==> src/sv/gwca_pkg.sv <==
// Shared constants, types and the exp lookup table for the weighted color average.
// No dependencies.
package gwca_pkg;

  localparam int WEIGHT_FRAC_BITS = 16;
  localparam int EXP_TABLE_SIZE   = 64;
  localparam int TAB_IDX_W        = $clog2(EXP_TABLE_SIZE);
  localparam int EXP_W            = 31;
  localparam int SUM_W            = 35;
  localparam int WT_W             = 27;
  localparam int W_W              = WEIGHT_FRAC_BITS + 1;
  localparam int DIST_W           = 16;
  localparam int COLOR_W          = 8;
  localparam int INV_W            = 24;
  localparam int CFG_IDX_W        = 2;
  localparam int CFG_DATA_W       = 24;
  localparam int DIV_BITS         = 8;
  localparam int DIV_CNT_W        = $clog2(DIV_BITS);

  localparam logic [CFG_IDX_W-1:0] REG_INV_TWO_SIGMA_SQ = 2'd0;
  localparam logic [CFG_IDX_W-1:0] REG_MAX_DISTANCE     = 2'd1;

  localparam logic [INV_W-1:0]  INV_RESET  = 24'd65536;
  localparam logic [DIST_W-1:0] MAXD_RESET = 16'd65535;

  // Taylor series step, Q.30
  localparam longint unsigned EXP_STEP = (64'd1 << 34) / EXP_TABLE_SIZE;

  typedef logic [EXP_W-1:0] exp_tab_t [0:EXP_TABLE_SIZE];

  typedef struct packed {
    logic                 load_in;
    logic                 acc;
    logic                 div_init;
    logic                 div_step;
    logic [DIV_CNT_W-1:0] div_bit;
    logic                 out_load;
  } gwca_cmd_t;

  typedef struct packed {
    logic item_last;
    logic out_busy;
  } gwca_status_t;

  // shift-subtract quotient, used only while the table is built
  function automatic longint unsigned udiv_shift(longint unsigned n, longint unsigned dv);
    longint unsigned q;
    longint unsigned rm;
    q  = 64'd0;
    rm = 64'd0;
    for (int b = 63; b >= 0; b--) begin
      rm = (rm << 1) | ((n >> b) & 64'd1);
      if (rm >= dv) begin
        rm = rm - dv;
        q  = q | (64'd1 << b);
      end
    end
    return q;
  endfunction

  function automatic exp_tab_t build_exp_tab();
    exp_tab_t        t;
    longint unsigned h;
    longint unsigned term;
    longint unsigned r;
    longint unsigned prev;
    longint          acc;
    h    = EXP_STEP;
    term = 64'd1 << 30;
    acc  = longint'(64'd1 << 30);
    for (int k = 1; k <= 24; k++) begin
      term = udiv_shift((term * h) >> 30, longint'(k));
      if ((k & 1) != 0) acc = acc - longint'(term);
      else acc = acc + longint'(term);
    end
    r = (acc < 0) ? 64'd0 : longint'(acc);
    prev = 64'd1 << 30;
    t[0] = EXP_W'(prev);
    for (int k = 1; k <= EXP_TABLE_SIZE; k++) begin
      prev = (prev * r + (64'd1 << 29)) >> 30;
      t[k] = EXP_W'(prev);
    end
    return t;
  endfunction

  localparam exp_tab_t EXP_TAB = build_exp_tab();

endpackage

==> src/sv/gwca_ctrl.sv <==
// Sequencer for the weighted color average: item steps, divide steps, result load.
// Depends on gwca_pkg.
module gwca_ctrl (
  input  logic                  clk,
  input  logic                  rst,
  input  logic                  in_valid,
  output logic                  in_ready,
  input  gwca_pkg::gwca_status_t status,
  output gwca_pkg::gwca_cmd_t    cmd
);

  localparam logic [3:0] S_IDLE  = 4'd0;
  localparam logic [3:0] S_SQ    = 4'd1;
  localparam logic [3:0] S_XM    = 4'd2;
  localparam logic [3:0] S_TAB   = 4'd3;
  localparam logic [3:0] S_MUL   = 4'd4;
  localparam logic [3:0] S_ACC   = 4'd5;
  localparam logic [3:0] S_DINIT = 4'd6;
  localparam logic [3:0] S_DSTEP = 4'd7;
  localparam logic [3:0] S_OUT   = 4'd8;

  logic [3:0]                    state, state_next;
  logic [gwca_pkg::DIV_CNT_W-1:0] cnt, cnt_next;

  always_ff @(posedge clk) begin
    if (rst) begin
      state <= S_IDLE;
      cnt   <= '0;
    end else begin
      state <= state_next;
      cnt   <= cnt_next;
    end
  end

  assign in_ready = (state == S_IDLE);

  always_comb begin
    state_next   = state;
    cnt_next     = cnt;
    cmd          = '0;
    cmd.div_bit  = cnt;
    unique case (state)
      S_IDLE: begin
        if (in_valid) begin
          cmd.load_in = 1'b1;
          state_next  = S_SQ;
        end
      end
      S_SQ:  state_next = S_XM;
      S_XM:  state_next = S_TAB;
      S_TAB: state_next = S_MUL;
      S_MUL: state_next = S_ACC;
      S_ACC: begin
        cmd.acc    = 1'b1;
        state_next = status.item_last ? S_DINIT : S_IDLE;
      end
      S_DINIT: begin
        cmd.div_init = 1'b1;
        cnt_next     = gwca_pkg::DIV_CNT_W'(gwca_pkg::DIV_BITS - 1);
        state_next   = S_DSTEP;
      end
      S_DSTEP: begin
        cmd.div_step = 1'b1;
        if (cnt == '0) state_next = S_OUT;
        else cnt_next = cnt - 1'b1;
      end
      S_OUT: begin
        if (!status.out_busy) begin
          cmd.out_load = 1'b1;
          state_next   = S_IDLE;
        end
      end
      default: state_next = S_IDLE;
    endcase
  end

endmodule

==> config.mk <==
export PLATFORM = sky130hd
export DESIGN_NAME = gwca_ctrl
export DESIGN_NICKNAME = d
export VERILOG_FILES = /design/src/sv/gwca_pkg.sv /design/src/sv/gwca_ctrl.sv
export SDC_FILE = /design/constraint.sdc
export NUM_CORES = 1
export LEC_CHECK = 0
export ABC_AREA = 1
export BUFFER_PORTS_ARGS = -buffer_cell sky130_fd_sc_hd__clkbuf_2
export CAP_MARGIN = 20
export CORE_AREA = 5 5 42 44
export CTS_BUF_LIST = sky130_fd_sc_hd__clkbuf_16
export CTS_CLUSTER_SIZE = 14
export DETAILED_ROUTE_END_ITERATION = 10
export DIE_AREA = 0 0 47 49
export PLACE_DENSITY = 0.66
export SYNTH_ARGS = -nofsm -noshare
export SYNTH_HDL_FRONTEND = slang
export SYNTH_SLANG_ARGS = --single-unit
export TNS_END_PERCENT = 10
==> constraint.sdc <==
create_clock -name clk -period 1.5 [get_ports clk]
set_clock_uncertainty 0.1 [all_clocks]
set_input_delay 0.3 -clock clk [delete_from_list [all_inputs] [get_ports clk]]
set_output_delay 0.3 -clock clk [all_outputs]
set_load 0.02 [all_outputs]
==> impl_metrics.toml <==
[outcome]
status = "finished clean"

[place]
numPortBuffers = 13
place_area_um2 = 579.3
dp_cells = 100
place_ws_ps = 76.88
dpl.hpwl_um = 811.6
gp_congestion = 0.7732

[route]
via_per_inst = 4.377
wl_mm = 1.027
first_pass_iters = 1
vias = 464
postRouteAntennaNets = 0
wire_per_inst_um = 9.689
drcViolationCount = 0
drt_iter0_drc = 0

[sta]
maxSlewHeadroom = 0.8476
fmax_ghz = 0.6691
hold_viol_final = 0
period_share = 0.9963
setup_slack_ps = 5.502
finalCriticalPeriod_ps = 1494
setup_viol = 0
whs_ps = 177.4
rsz0062_at_grt = "true"
setup_tns_ps = 0
worst_pin_slew_ps = 227.2
maxSlewViolCount = 0

[global_routing]
antenna_found_initial = 0
grt_pass1_wl_mm = 1.780
grt_pass1_vias = 454
track_usage = 0.1070
grt-ovfl-total = 0
grt_max_degree = 10

[die]
start_util = 0.3321
core_area_um2 = 1401
std_cell_rows = 14
io_pins = 14
dieWidth_um = 47
dieHeight_um = 49
die-area_um2 = 2303

[final_layout]
area.growth.synth_to_final_pct = 51.61
fin_cells = 106
diodes = 0
nNetsFinal = 98
drive_gt1_frac = 0.4444
fin_area_um2 = 705.7
final_core_util = 0.5036

[critical_path]
cpPeakStageDelay_ps = 370
path_cells = "inv_2 > nor2_8 > nand3_2 > inv_1 > clkbuf_4"
worst-path-buf-inv = 3
cp-start-kind = "flop"
worstPathRequired_ps = 1100
r2r_cells = 5
crit_path_end_kind = "output port"
reg2reg_from = "cnt[0]$_SDFFE_PP0P_"
worstSetupPathType = "reg -> out"
ff2ff_setup_slack_ps = 210
crit_arrival_ps = 1090
worstPathMaxFanout = 5
rr_endpoint = "state[0]$_SDFFE_PP0P_"
crit_family = "flip-flops"
crit_slowest_cell = "dfxtp_2"

[pwr]
p_total_mw = 1.014
peakVddDrop_mv = 0.6566
p_leak_nw = 0.3666
p_per_area_nw_per_um2 = 1436

[clocking]
cts_tree = "yes"
cts_made_buffers = 3
ctsLongestPathBuffers = 2
clk_latency_ps = 230
cts_sinks = 7
cts-root-buf = "clkbuf_16"
hold_buffers = 0
ctsHtreeMaxLevel = 1
cts.clk_slew.worst_paths_ps = 30

[synthesis]
syn_avg_cell_area_um2 = 6.845
ys_seq_area_frac = 0.3011
yosysWarnings = 0
synthTopCellsByArea = "dfxtp_1 30%, inv_1 9.7%, nand2_1 8.9%"
synth_top_family_by_area = "simple AND/OR/NAND/NOR gates"
synth-simple-area-share = 0.4194
synth_top_area_cell = "dfxtp_1"
ys_types = 19
yosys_most_used_dff = "dfxtp_1"
synth_compound_area_frac = 0.07796
syn-instance-count = 68
ys_ff_latch = 7
synth.net_count = 75
syn_area_um2 = 465.4
ys_async_sr_fraction = 0
synth.most_common_cell = "inv_1"
synthAdderAreaFrac = 0.05376
synth_commonest_cells = "12 x inv_1, 11 x nand2_1, 10 x nor2_1"
synthMuxAreaShare = 0
synth_edf_count = 0
synth.top_cell.area_share = 0.3011
synthXorXnorAreaFrac = 0.01882

[worst_hold_path]
hold_depth = 2
hold_end = "cnt[2]$_SDFFE_PP0P_"
hold_path_class = "in -> reg"
hold_path_startpoint = "rst"

[job]
cap_violations = 0
## worst max-delay path by stage
stage | start | to | slack [ps] | cells past startpoint
5_1_grt | state[1]$_SDFFE_PP0P_ | cmd[0] | -70 | 4
2_1_floorplan | state[1]$_SDFFE_PP0P_ | cmd[0] | 90 | 3
3_3_place_gp | state[1]$_SDFFE_PP0P_ | cmd[0] | 110 | 4
4_1_cts | state[1]$_SDFFE_PP0P_ | cmd[0] | -30 | 4
3_5_place_dp | state[1]$_SDFFE_PP0P_ | cmd[0] | 80 | 4
6_report | state[2]$_SDFFE_PP0P_ | cmd[5] | 6 | 5
## power breakdown
group / leakage [nW] / switching [mW] / internal (mW)
registers: 0.0586 / 0.0404 / 0.217
logic: 0.266 / 0.182 / 0.131
clock network: 0.0423 / 0.0966 / 0.346
total: 0.367 / 0.319 / 0.694
## kinds of logic (layout without fill, tap and decap cells)
logic type,Yosys count,in the layout
DFF,7,7
xor gates and xnor gates,1,1
and+or+nand+nor,36,36
AOI/OAI and AO/OA,6,6
buffers and inverters,16,38
adders and majority gates,2,2
## layer usage
| metal | global-route usage | part of all wire |
|---|---|---|
| met2 | 0.1493 | 0.43 |
| met4 | 0.07834 | 0.028 |
| met1 | 0.1253 | 0.46 |
| met5 | 0 | 0 |
| met3 | 0.04428 | 0.082 |
## state kept, by name, indices dropped and copies added (netlist names)
signal  count
cnt         3
state       4
## final cells by class
cell class | instances | area [um^2]
fill | 151 | 695.7
tap | 16 | 20.02
multi-input combinational | 45 | 289.0
inverter | 16 | 60.06
clock buffer | 3 | 75.07
clock inverter | 1 | 3.754
timing repair buffer | 18 | 112.6
sequential | 7 | 145.1
## layout by cell type, fill, tap and decap left out
master	Yosys	final
nor3_2	0	1
nor2_4	0	1
dfxtp_2	0	4
nor2_2	0	2
dfxtp_1	7	3
nor4_2	0	1
nand4_1	1	1
clkbuf_4	0	1
nand3_2	2	2
nor2_8	1	1
a21oi_2	1	1
a21oi_1	2	2
a211oi_1	1	1
nor2_1	10	7
o21ai_1	2	2
nand3_1	7	7
ha_1	2	2
nand3_4	1	1
buf_2	0	1
inv_1	12	13
nand2_1	11	11
buf_4	0	8
clkbuf_16	0	3
inv_2	4	4
xnor2_1	1	1
nand2_2	1	1
clkbuf_2	0	8
## repair_timing
item | CTS | global route
buffers inserted | 1 | 1
hold endpoints to repair | 0 | 0
pin swaps | 1 | 1
endpoints found under the setup margin | 6 | 5
resized for setup | 9 | 8
Power figures use the tool's default switching activity.
